$ cat src/sv/fbrp_pkg.sv
// Shared types, constants and helper functions for the frame buffer rotation block.
`timescale 1ns / 1ps

package fbrp_pkg;

  localparam int NUM_FRAMES   = 4;
  localparam int IDX_W        = 2;
  localparam int AGE_BITS_DEF = 31;
  localparam int FC_W         = 3;

  typedef logic [IDX_W-1:0] idx_t;
  typedef logic [FC_W-1:0]  fc_t;

  localparam fc_t  FC_RESET  = 3'd4;
  localparam fc_t  FC_TRIPLE = 3'd3;
  localparam fc_t  FC_QUAD   = 3'd4;
  localparam idx_t IDX_LAST  = idx_t'(NUM_FRAMES - 1);
  localparam idx_t DRAW_RST  = 2'd1;

  localparam logic OP_VIEW = 1'b0;
  localparam logic OP_DRAW = 1'b1;

  typedef enum logic [1:0] {
    MODE_SINGLE,
    MODE_TRIPLE,
    MODE_QUAD
  } mode_e;

  typedef enum logic [2:0] {
    ST_IDLE,
    ST_LOAD,
    ST_SCAN,
    ST_BLEND,
    ST_STAMP,
    ST_DONE
  } fbrp_state_e;

  typedef struct packed {
    logic clr;
    logic stamp;
    idx_t stamp_idx;
    idx_t rd_idx;
  } age_ctrl_t;

  function automatic mode_e mode_of(fc_t fc);
    mode_e m;
    m = MODE_SINGLE;
    if (fc == FC_TRIPLE) begin
      m = MODE_TRIPLE;
    end else if (fc == FC_QUAD) begin
      m = MODE_QUAD;
    end
    return m;
  endfunction

  // Returns the store among the first three that differs from both a and b.
  function automatic idx_t third_of(idx_t a, idx_t b);
    idx_t r;
    case (a)
      2'd0: r = (b == 2'd1) ? 2'd2 : 2'd1;
      2'd1: r = (b == 2'd2) ? 2'd0 : 2'd2;
      default: r = (b == 2'd0) ? 2'd1 : 2'd0;
    endcase
    return r;
  endfunction

endpackage

$ cat src/sv/fbrp_cmp.sv
// Shared magnitude comparator used for every age comparison of the sequencer.
`timescale 1ns / 1ps

module fbrp_cmp
  import fbrp_pkg::*;
#(
  parameter int AGE_BITS = AGE_BITS_DEF
) (
  input  logic [AGE_BITS-1:0] a_i,
  input  logic [AGE_BITS-1:0] b_i,
  input  logic                lt_sel_i,
  output logic                hit_o
);

  always_comb begin
    if (lt_sel_i) begin
      hit_o = (a_i < b_i);
    end else begin
      hit_o = (a_i > b_i);
    end
  end

endmodule

$ cat src/sv/fbrp_age_file.sv
// Per-store age stamps with the saturating age counter and one read port.
`timescale 1ns / 1ps

module fbrp_age_file
  import fbrp_pkg::*;
#(
  parameter int AGE_BITS = AGE_BITS_DEF
) (
  input  logic                clk_i,
  input  logic                rst_ni,
  input  age_ctrl_t           ctrl_i,
  output logic [AGE_BITS-1:0] rd_age_o
);

  logic [AGE_BITS-1:0] age_q [NUM_FRAMES];
  logic [AGE_BITS-1:0] ctr_q;
  logic [AGE_BITS-1:0] ctr_d;

  assign ctr_d    = (&ctr_q) ? ctr_q : ctr_q + 1'b1;
  assign rd_age_o = age_q[ctrl_i.rd_idx];

  always_ff @(posedge clk_i or negedge rst_ni) begin
    if (!rst_ni) begin
      ctr_q <= '0;
    end else if (ctrl_i.stamp) begin
      ctr_q <= ctr_d;
    end
  end

  for (genvar g = 0; g < NUM_FRAMES; g++) begin : g_age
    always_ff @(posedge clk_i or negedge rst_ni) begin
      if (!rst_ni) begin
        age_q[g] <= '0;
      end else if (ctrl_i.clr) begin
        age_q[g] <= '0;
      end else if (ctrl_i.stamp && (ctrl_i.stamp_idx == idx_t'(g))) begin
        age_q[g] <= ctr_d;
      end
    end
  end

  a_ctr_nonzero: assert property (@(posedge clk_i) disable iff (!rst_ni)
    ctrl_i.stamp |=> (ctr_q != '0))
    else $error("Age counter is zero after a stamp.");

  a_ctr_mono: assert property (@(posedge clk_i) disable iff (!rst_ni)
    ##1 (ctr_q >= $past(ctr_q)))
    else $error("Age counter went backwards.");

  a_clear: assert property (@(posedge clk_i) disable iff (!rst_ni)
    ctrl_i.clr |=> (age_q[0] == '0) && (age_q[1] == '0) && (age_q[2] == '0)
                   && (age_q[3] == '0))
    else $error("Age stamps not cleared.");

endmodule

$ cat src/sv/frame_buffer_rotation_policy.sv
// Top level of the frame buffer rotation block: sequencer, indices and output register.
//
// Channel  | Direction | Signals                          | Content
// s_axis   | in        | tvalid tready tdata[7:0] tuser   | tdata: mix_frames; tuser: op
// m_axis   | out       | tvalid tready tdata[7:0] tuser   | tdata: frame_index, second_index
// cfg      | in        | cfg_we_i cfg_wdata_i[2:0]        | frame_count
//
// The time from acceptance to the output register is set by the single comparator, which
// steps through the four stores one per cycle (quad view with blending is the longest). The
// block takes no new beat until the current one is in the output register.
// The output register holds a result while m_axis_tready is low, and a new beat may be
// accepted meanwhile. Reset clears all ages and the counter, sets the view index to zero and
// the draw index to one, and selects quad mode.
`timescale 1ns / 1ps

module frame_buffer_rotation_policy
  import fbrp_pkg::*;
#(
  parameter int AGE_BITS = AGE_BITS_DEF
) (
  input  logic            clk_i,
  input  logic            rst_ni,
  input  logic            s_axis_tvalid,
  output logic            s_axis_tready,
  input  logic [7:0]      s_axis_tdata,   // [0] mix_frames, [7:1] zero
  input  logic [0:0]      s_axis_tuser,   // [0] op
  output logic            m_axis_tvalid,
  input  logic            m_axis_tready,
  output logic [7:0]      m_axis_tdata,   // [1:0] frame_index, [3:2] second_index, [7:4] zero
  output logic [0:0]      m_axis_tuser,   // [0] blend_valid
  input  logic            cfg_we_i,
  input  logic [FC_W-1:0] cfg_wdata_i
);

  localparam logic [AGE_BITS-1:0] AGE_MAX = {AGE_BITS{1'b1}};

  fbrp_state_e state_q, state_d;
  fc_t         fc_q, fc_d;
  idx_t        view_q, view_d;
  idx_t        draw_q, draw_d;
  logic        op_q, op_d;
  logic        mix_q, mix_d;
  idx_t        idx_q, idx_d;
  logic [AGE_BITS-1:0] best_q, best_d;
  idx_t        sel_q, sel_d;
  idx_t        sec_q, sec_d;
  logic        bval_q, bval_d;
  logic        out_valid_q, out_valid_d;
  idx_t        out_frame_q, out_frame_d;
  idx_t        out_sec_q, out_sec_d;
  logic        out_bval_q, out_bval_d;

  age_ctrl_t           ctrl;
  logic [AGE_BITS-1:0] rd_age;
  logic                hit;
  mode_e               mode;
  logic                accept;
  logic                out_free;
  logic                last;
  logic                skip;
  logic                blend_skip;
  idx_t                tri_draw;

  assign mode     = mode_of(fc_q);
  assign accept   = s_axis_tvalid && s_axis_tready;
  assign out_free = !out_valid_q || m_axis_tready;
  assign last     = (mode != MODE_QUAD) || (idx_q == IDX_LAST);
  assign skip     = (mode == MODE_QUAD) &&
                    ((op_q == OP_VIEW) ? (idx_q == draw_q) : (idx_q == view_q));
  assign blend_skip = (idx_q == draw_q) || (idx_q == view_q);
  assign tri_draw = (draw_q != IDX_LAST) ? third_of(draw_q, view_q) : draw_q;

  assign s_axis_tready = (state_q == ST_IDLE);
  assign m_axis_tvalid = out_valid_q;
  assign m_axis_tdata  = {4'b0000, out_sec_q, out_frame_q};
  assign m_axis_tuser  = out_bval_q;

  fbrp_age_file #(
    .AGE_BITS (AGE_BITS)
  ) u_age (
    .clk_i    (clk_i),
    .rst_ni   (rst_ni),
    .ctrl_i   (ctrl),
    .rd_age_o (rd_age)
  );

  fbrp_cmp #(
    .AGE_BITS (AGE_BITS)
  ) u_cmp (
    .a_i      (rd_age),
    .b_i      (best_q),
    .lt_sel_i (op_q == OP_DRAW),
    .hit_o    (hit)
  );

  always_comb begin
    state_d = state_q;
    case (state_q)
      ST_IDLE: begin
        if (accept) begin
          state_d = ST_LOAD;
        end
      end
      ST_LOAD: begin
        case (mode)
          MODE_QUAD: state_d = ST_SCAN;
          MODE_TRIPLE: begin
            if (op_q == OP_DRAW) begin
              state_d = ST_STAMP;
            end else if (view_q != IDX_LAST) begin
              state_d = ST_SCAN;
            end else begin
              state_d = ST_DONE;
            end
          end
          default: state_d = (op_q == OP_VIEW) ? ST_STAMP : ST_DONE;
        endcase
      end
      ST_SCAN: begin
        if (last) begin
          if (op_q == OP_DRAW) begin
            state_d = ST_STAMP;
          end else if ((mode == MODE_QUAD) && mix_q) begin
            state_d = ST_BLEND;
          end else begin
            state_d = ST_DONE;
          end
        end
      end
      ST_BLEND: begin
        if (idx_q == IDX_LAST) begin
          state_d = ST_DONE;
        end
      end
      ST_STAMP: state_d = ST_DONE;
      ST_DONE: begin
        if (out_free) begin
          state_d = ST_IDLE;
        end
      end
      default: state_d = ST_IDLE;
    endcase
  end

  always_comb begin
    fc_d           = fc_q;
    view_d         = view_q;
    draw_d         = draw_q;
    op_d           = op_q;
    mix_d          = mix_q;
    idx_d          = idx_q;
    best_d         = best_q;
    sel_d          = sel_q;
    sec_d          = sec_q;
    bval_d         = bval_q;
    out_frame_d    = out_frame_q;
    out_sec_d      = out_sec_q;
    out_bval_d     = out_bval_q;
    out_valid_d    = out_valid_q && !m_axis_tready;
    ctrl.clr       = 1'b0;
    ctrl.stamp     = 1'b0;
    ctrl.stamp_idx = sel_q;
    ctrl.rd_idx    = idx_q;
    case (state_q)
      ST_IDLE: begin
        if (accept) begin
          op_d  = s_axis_tuser[0];
          mix_d = s_axis_tdata[0];
        end
      end
      ST_LOAD: begin
        ctrl.rd_idx = view_q;
        sec_d       = '0;
        bval_d      = 1'b0;
        idx_d       = '0;
        best_d      = (op_q == OP_DRAW) ? AGE_MAX : rd_age;
        case (mode)
          MODE_QUAD: sel_d = (op_q == OP_DRAW) ? draw_q : view_q;
          MODE_TRIPLE: begin
            if (op_q == OP_DRAW) begin
              draw_d = tri_draw;
              sel_d  = tri_draw;
            end else begin
              sel_d = view_q;
              idx_d = third_of(view_q, draw_q);
            end
          end
          default: sel_d = '0;
        endcase
      end
      ST_SCAN: begin
        if (!skip && hit) begin
          best_d = rd_age;
          sel_d  = idx_q;
        end
        idx_d = idx_t'(idx_q + 1'b1);
        if (last) begin
          if (op_q == OP_DRAW) begin
            draw_d = sel_d;
          end else begin
            view_d = sel_d;
          end
          best_d = '0;
          idx_d  = '0;
        end
      end
      ST_BLEND: begin
        if (!blend_skip && hit) begin
          best_d = rd_age;
          sec_d  = idx_q;
          bval_d = 1'b1;
        end
        idx_d = idx_t'(idx_q + 1'b1);
      end
      ST_STAMP: begin
        ctrl.stamp = 1'b1;
      end
      ST_DONE: begin
        if (out_free) begin
          out_valid_d = 1'b1;
          out_frame_d = sel_q;
          out_sec_d   = sec_q;
          out_bval_d  = bval_q;
        end
      end
      default: begin
      end
    endcase
    if (cfg_we_i) begin
      fc_d     = cfg_wdata_i;
      view_d   = '0;
      draw_d   = '0;
      ctrl.clr = 1'b1;
    end
  end

  always_ff @(posedge clk_i or negedge rst_ni) begin
    if (!rst_ni) begin
      state_q     <= ST_IDLE;
      fc_q        <= FC_RESET;
      view_q      <= '0;
      draw_q      <= DRAW_RST;
      out_valid_q <= 1'b0;
    end else begin
      state_q     <= state_d;
      fc_q        <= fc_d;
      view_q      <= view_d;
      draw_q      <= draw_d;
      out_valid_q <= out_valid_d;
    end
  end

  always_ff @(posedge clk_i) begin
    op_q        <= op_d;
    mix_q       <= mix_d;
    idx_q       <= idx_d;
    best_q      <= best_d;
    sel_q       <= sel_d;
    sec_q       <= sec_d;
    bval_q      <= bval_d;
    out_frame_q <= out_frame_d;
    out_sec_q   <= out_sec_d;
    out_bval_q  <= out_bval_d;
  end

  a_one_beat: assert property (@(posedge clk_i) disable iff (!rst_ni)
    accept |=> !s_axis_tready)
    else $error("Second beat accepted while one is in progress.");

  a_blend_distinct: assert property (@(posedge clk_i) disable iff (!rst_ni)
    (m_axis_tvalid && m_axis_tuser[0]) |-> (m_axis_tdata[3:2] != m_axis_tdata[1:0]))
    else $error("Blend store equals the view store.");

  a_blend_mode: assert property (@(posedge clk_i) disable iff (!rst_ni)
    (state_q == ST_BLEND) |-> ((fc_q == FC_QUAD) && (op_q == OP_VIEW) && mix_q))
    else $error("Blend scan outside a quad view flip.");

endmodule

$ cat config.mk
export PLATFORM = sky130hd
export DESIGN_NAME = frame_buffer_rotation_policy
export DESIGN_NICKNAME = d
export VERILOG_FILES = /design/src/sv/fbrp_pkg.sv /design/src/sv/fbrp_cmp.sv /design/src/sv/fbrp_age_file.sv /design/src/sv/frame_buffer_rotation_policy.sv
export SDC_FILE = /design/constraint.sdc
export NUM_CORES = 1
export LEC_CHECK = 0
export ABC_AREA = 1
export BUFFER_PORTS_ARGS = -buffer_cell sky130_fd_sc_hd__buf_4
export CORE_ASPECT_RATIO = 1.5
export CORE_MARGIN = 8
export CORE_UTILIZATION = 68
export CTS_CLUSTER_DIAMETER = 40
export DETAILED_ROUTE_END_ITERATION = 8
export GPL_ROUTABILITY_DRIVEN = 0
export PLACE_DENSITY = 0.86
export SYNTH_ARGS = -nofsm -noshare
export SYNTH_HDL_FRONTEND = slang
export SYNTH_SLANG_ARGS = --single-unit
$ cat constraint.sdc
create_clock -name clk_i -period 11.7 [get_ports clk_i]
set_input_delay 3.51 -clock clk_i [delete_from_list [all_inputs] [get_ports clk_i]]
set_output_delay 3.51 -clock clk_i [all_outputs]
set_load 0.02 [all_outputs]
After elaboration in Yosys (flattened, before gate mapping)
Index checks and enable logic that the tools add are counted.
{"block": "word_totals", "regBits": 211, "wordCells": 167, "output_inout_bits": 11}
{"block": "op_classes", "muxes": 69, "magnitude_cmp": 3, "n_bitwise": 1, "eq_ne": 33, "addsub": 2, "n_reduce_logical": 39}
{"cell": "$mux W31", "n": 15}
{"cell": "$pmux W31 S3", "n": 1}
{"cell": "$bmux W31 S2", "n": 1}
{"cell": "$mux W2", "n": 24}
{"cell": "$add A31 B1 Y31 const B", "n": 1}
{"cell": "$gt A31 B31 Y1", "n": 1}
{"cell": "$lt A31 B31 Y1", "n": 1}
{"cell": "$reduce_and A31 Y1", "n": 1}
{"cell": "$mux W3", "n": 8}
{"cell": "$pmux W2 S2", "n": 6}
{"cell": "$pmux W3 S6", "n": 1}
{"cell": "$ne A2 B2 Y1 const B", "n": 8}
{"cell": "$reduce_bool A2 Y1", "n": 8}
{"cell": "$ne A3 B3 Y1 const B", "n": 5}
{"cell": "$eq A2 B2 Y1 const B", "n": 6}
{"cell": "$logic_and A1 B1 Y1", "n": 10}
{"cell": "$mux W1", "n": 10}
{"cell": "$eq A3 B2 Y1 const B", "n": 3}
{"cell": "$eq A3 B3 Y1 const B", "n": 3}
{"cell": "$eq A2 B1 Y1 const B", "n": 4}
{"cell": "$logic_not A2 Y1", "n": 3}
{"cell": "$pmux W2 S3", "n": 1}
{"cell": "$pmux W3 S2", "n": 1}
{"cell": "$reduce_and A2 Y1", "n": 3}
{"cell": "other kinds (14)", "n": 22}

Logic depth before layout (Yosys ltp)
{"block": "logic_depth", "word_depth": 14, "ltp_mapped": 26, "mapped_depth_nobuf": 25}

By module
Synthesis repeated with hierarchy kept, for this count alone.
{"block": "hier_totals", "cells_unflattened": 1533, "area_unflattened_um2": 11586.1}
{"module": "fbrp_age_file", "cells_each": 1061, "area_each_um2": 7825.0, "seq_area_each_um2": 3878.7, "instances": 1}
{"module": "frame_buffer_rotation_policy", "cells_each": 310, "area_each_um2": 2832.7, "seq_area_each_um2": 1629.1, "instances": 1}
{"module": "fbrp_cmp", "cells_each": 162, "area_each_um2": 928.4, "seq_area_each_um2": 0.0, "instances": 1}

Least setup slack after synthesis
OpenSTA, ideal clock, no wires.
{"block": "synth_path", "path_kind": "flip-flop to output port", "start": "register state_q[0]", "end": "output s_axis_tready", "t_required_ps": 8190, "arrival_ps": 1002, "setup_slack_ps": 7188, "stages_incl_launch_ff": 4, "path_cell_list": "dfrtp_1 > nor2_1 > inv_2 > nor2_1"}
{"block": "synth_between", "elab_chain_len": 1}
{"item": "start, declared", "line_no": "frame_buffer_rotation_policy.sv:37", "rtl": "fbrp_state_e state_q, state_d;"}
{"item": "start signal, assigned", "line_no": "frame_buffer_rotation_policy.sv:245", "rtl": "state_q <= state_d;"}
{"item": "$logic_not A3 Y1", "line_no": "frame_buffer_rotation_policy.sv:73", "rtl": "assign s_axis_tready = (state_q == ST_IDLE);"}
{"item": "end, declared", "line_no": "frame_buffer_rotation_policy.sv:24", "rtl": "output logic s_axis_tready,"}
No other way between the ends.

Final worst setup path
{"block": "layout_path", "start": "register state_q[2]", "end": "register best_q[17], enable pin"}
{"block": "layout_between", "elab_chain_len": 11}
{"item": "$eq A3 B1 Y1", "line_no": "frame_buffer_rotation_policy.sv:164", "rtl": "case (state_q)"}
{"item": "$mux W2", "line_no": "frame_buffer_rotation_policy.sv:164"}
{"item": "$not A2 Y3 (not written as such)", "line_no": "fbrp_age_file.sv:20", "rtl": "assign rd_age_o = age_q[ctrl_i.rd_idx];"}
{"item": "$bmux W31 S2", "line_no": "fbrp_age_file.sv:20"}
{"item": "$mux W31 (not written as such) (2 in a row)", "line_no": "fbrp_age_file.sv:20"}
{"item": "$gt A31 B31 Y1 / $lt A31 B31 Y1 (equally long branches)", "line_no": "fbrp_cmp.sv:19, fbrp_cmp.sv:17"}
{"item": "$mux W1", "line_no": "fbrp_cmp.sv:16", "rtl": "if (lt_sel_i) begin"}
{"item": "$logic_and A1 B1 Y1, on equally long branches", "line_no": "frame_buffer_rotation_policy.sv:192, frame_buffer_rotation_policy.sv:208"}
{"item": "$ne A3 B3 Y1 (no source line) / $ne A2 B2 Y1 (equally long branches)"}
{"item": "$reduce_and A3 Y1 (no source line) *"}
{"item": "end signal, assigned", "line_no": "frame_buffer_rotation_policy.sv:257", "rtl": "best_q <= best_d;"}
{"item": "end, declared", "line_no": "frame_buffer_rotation_policy.sv:44", "rtl": "logic [AGE_BITS-1:0] best_q, best_d;"}
Mark *: on every way between the ends. The rest lies on a longest branch, timed or not. The select of a mux whose other input is x is not followed.
A chain may end at the register's enable or synchronous reset.

==> impl_metrics.ini <==
[global_route]
grt_pass1_wl_um = 45200
grt_pass1_vias = 9475
antenna_found_initial = 0
grt_use_total_pct = 26.2
grt_start_max_net_pins = 92
grt_overflow = 0

[route]
wl_met2_um = 14200
post-route-drc-count = 0
postRouteAntennaNets = 0
drtIter0Drc = 985
routed.top_layer = met4
wl_met1_um = 10500
vias_per_cell = 5.97
dr.pass1.iters = 7
met3_length_um = 1930
routed_wl_um = 27900
wl_per_cell_um = 17.2
vias = 9689

[timing]
finalHoldViolCount = 0
tightest_slew_ns = 1.22
fin_crit_ns = 5.86
slew_headroom_pct = 18.5
fmax_mhz = 171
setup_tns_ns = 0
report.final.slew_viol_count = 0
min_period_over_period_pct = 50.1
rsz0062_at_grt = false
fin_skew_ns = 0.0137
setup_viol = 0

[worst_setup_path]
reg2reg_depth = 21
crit_required_ns = 11.81
r2r-start = state_q[2]$_DFFE_PN0P_
cp.arrival_ns = 5.97
cp-end-kind = register
critPathLaunchType = register
startpoint = state_q[2]$_DFFE_PN0P_
worst-setup-path-type = reg2reg
critPathMaxFanout = 65

[clock_network]
cts_setup_buffers = 0
clk_path_buf_depth = 3
cts_buffers = 21
cts_max_level = 1
ctsResizeCount = 0
clkSlewWorstSetupHoldPaths_ns = 0.06
root_buffer = clkbuf_16
cts.sinks = 211
clock_latency_ns = 0.50
cts_hold_buf = 0
cts_tree = built

[synth]
synth_cell_type_count = 52
postSynthAreaPerCell_sq_um = 8.12
netlist_top_cells_area = dfrtp_1, nand2_1, edfxtp_1
synth-main-ff-cell = dfrtp_1
yosysMostFrequentCell = nand2_1
postSynthCellCount = 1416
synth_edf_count = 45
netlist_area_sq_mm = 0.0115
yosysTopAreaCellShare_pct = 35.7
yosysSeqAreaShare_pct = 47.9
ys_seq_elements = 211
ys_top_cells_by_count = nand2_1, dfrtp_1, inv_1
synthArstFlopShare_pct = 78.7
ys.warnings.count = 0
yosysTopAreaCell = dfrtp_1

[die]
die_y_um = 175
die_x_um = 122
rows = 58
dieArea_sq_mm = 0.0214
core_region_area_sq_mm = 0.0167
initial_core_util_pct = 68.8
ioPinCount = 28

[place]
io_buffers = 16
dp_hpwl_um = 18000

[power]
ir_drop_uv = 185
p_leak_nw = 5.82
pwr_density_cell_mw_per_mm2 = 229

[run_status]
status = finished clean

[finish]
final_core_util_pct = 73.6
layout.nets = 1448
multi_input_area_sq_mm = 0.00509
fillers = 1224
syn_to_final_growth_pct = 6.95
seqCellArea_sq_mm = 0.00551
num_antenna_cells = 0
drive_above_1_share_pct = 9.99

[flow_run]
max-cap-violations = 0

[min_path]
hp-class = reg2reg
holdCritStartpoint = bval_q$_DFFE_PP_
worst_hold_path.num_cells = 0
[power by group]
part	total (mW)	internal [mW]	switching [mW]
Sequential	1.00	0.929	0.0705
Clock	0.640	0.359	0.281
Combinational	1.18	0.375	0.800
Total	2.82	1.66	1.15
[through the flow]
step                      cell area [sq um]  power [mW]  hold WS (ns)  cells  setup WS (ns)
after floorplan                       11500        1.89         0.400   1419           7.19
after global placement                11600        2.13         0.403   1585           5.76
after detailed placement              11600        2.17         0.416   1585           5.68
after CTS                             12300        2.81         0.431   1622           5.90
after global routing                  12300        3.00         0.444   1622           5.57
final                                 12300        2.82         0.434   1622           5.84
[worst paths after layout]
path	endpoint	slack [ns]
setup / recovery	best_q[17]$_DFFE_PP_	5.84
hold / removal	m_axis_tuser$_DFFE_PP_	0.43
setup reg to reg	best_q[17]$_DFFE_PP_	5.84
hold reg to reg	m_axis_tuser$_DFFE_PP_	0.43
max in group asynchronous	u_age.age_q[111]$_DFFE_PN0P_	7.07
min in group asynchronous	view_q[0]$_DFFE_PN0P_	3.08
[cells in the final DEF (no fill, tap or decap), drive strengths merged]
cell type and count:
xor2 19, conb 4, nor3b 1, nor3 23, inv 154, o21ai 214
a31oi 7, a32oi 1, a311oi 1, buf 27, a21o 2, clkinv 6
clkbuf 31, o22ai 30, nand4 14, o311ai 1, or2 3, a211oi 2
edfxtp 45, nand3 71, nand2 396, ha 33, o32ai 1, xnor2 1
dfstp 2, dfrtp 164, a22oi 1, o31ai 1, nor4 5, a21oi 23
nor2 128, o211ai 1
[flip-flops by register name, indices dropped and copies added, names as in the netlist, 2 cells and up]
name / count
u_age.ctr_q: 31
fc_q: 3
out_frame_q: 2
draw_q: 2
sel_q: 2
sec_q: 2
idx_q: 2
view_q: 2
state_q: 3
out_sec_q: 2
best_q: 31
u_age.age_q: 124
[routing by layer]
layer  vias up  GRT usage, %
met5         -             0
met4         0          13.0
met3        95          3.26
met2       416          45.4
met1      4588          31.2
li1       4590             -
[worst max-delay path: stages (launching register included)]
cell and delay (ns):
dfrtp_1 0.40, inv_2 0.15, nand3_4 0.15, inv_2 0.15, nand2_2 0.09, o21ai_4 0.07
buf_4 0.60, inv_2 0.25, buf_4 0.37, o21ai_0 0.30, o22ai_2 0.12, ha_1 0.30
nand2_1 0.08, nor2_1 0.31, nand4_1 0.21, nor3_1 0.29, nand2_1 0.17, nand3_1 0.16
nand3_1 0.16, nand2_1 0.09, nand2_1 0.08, a21oi_4 0.90
[cell families (layout without fill, tap and decap cells)]
group | count (synthesis) | count (layout) | share of synthesized area [%]
flops | 211 | 211 | 47.9
simple gates | 641 | 641 | 23.6
xor+xnor | 20 | 20 | 1.66
buf+inv | 225 | 218 | 8.23
compound gates | 285 | 285 | 15.0
fa+ha+maj | 33 | 33 | 3.59
other cells | 1 | 4 | 0.0326
[final cells by class]
class,instances,share of cell area [%]
clock buffer,31,4.91
clock inverter,6,0.356
inverter,154,4.71
multi-input combinational,983,41.4
sequential,211,44.8
tap,210,2.14
timing repair buffer,27,1.68
(Power assumes the default switching activity.)
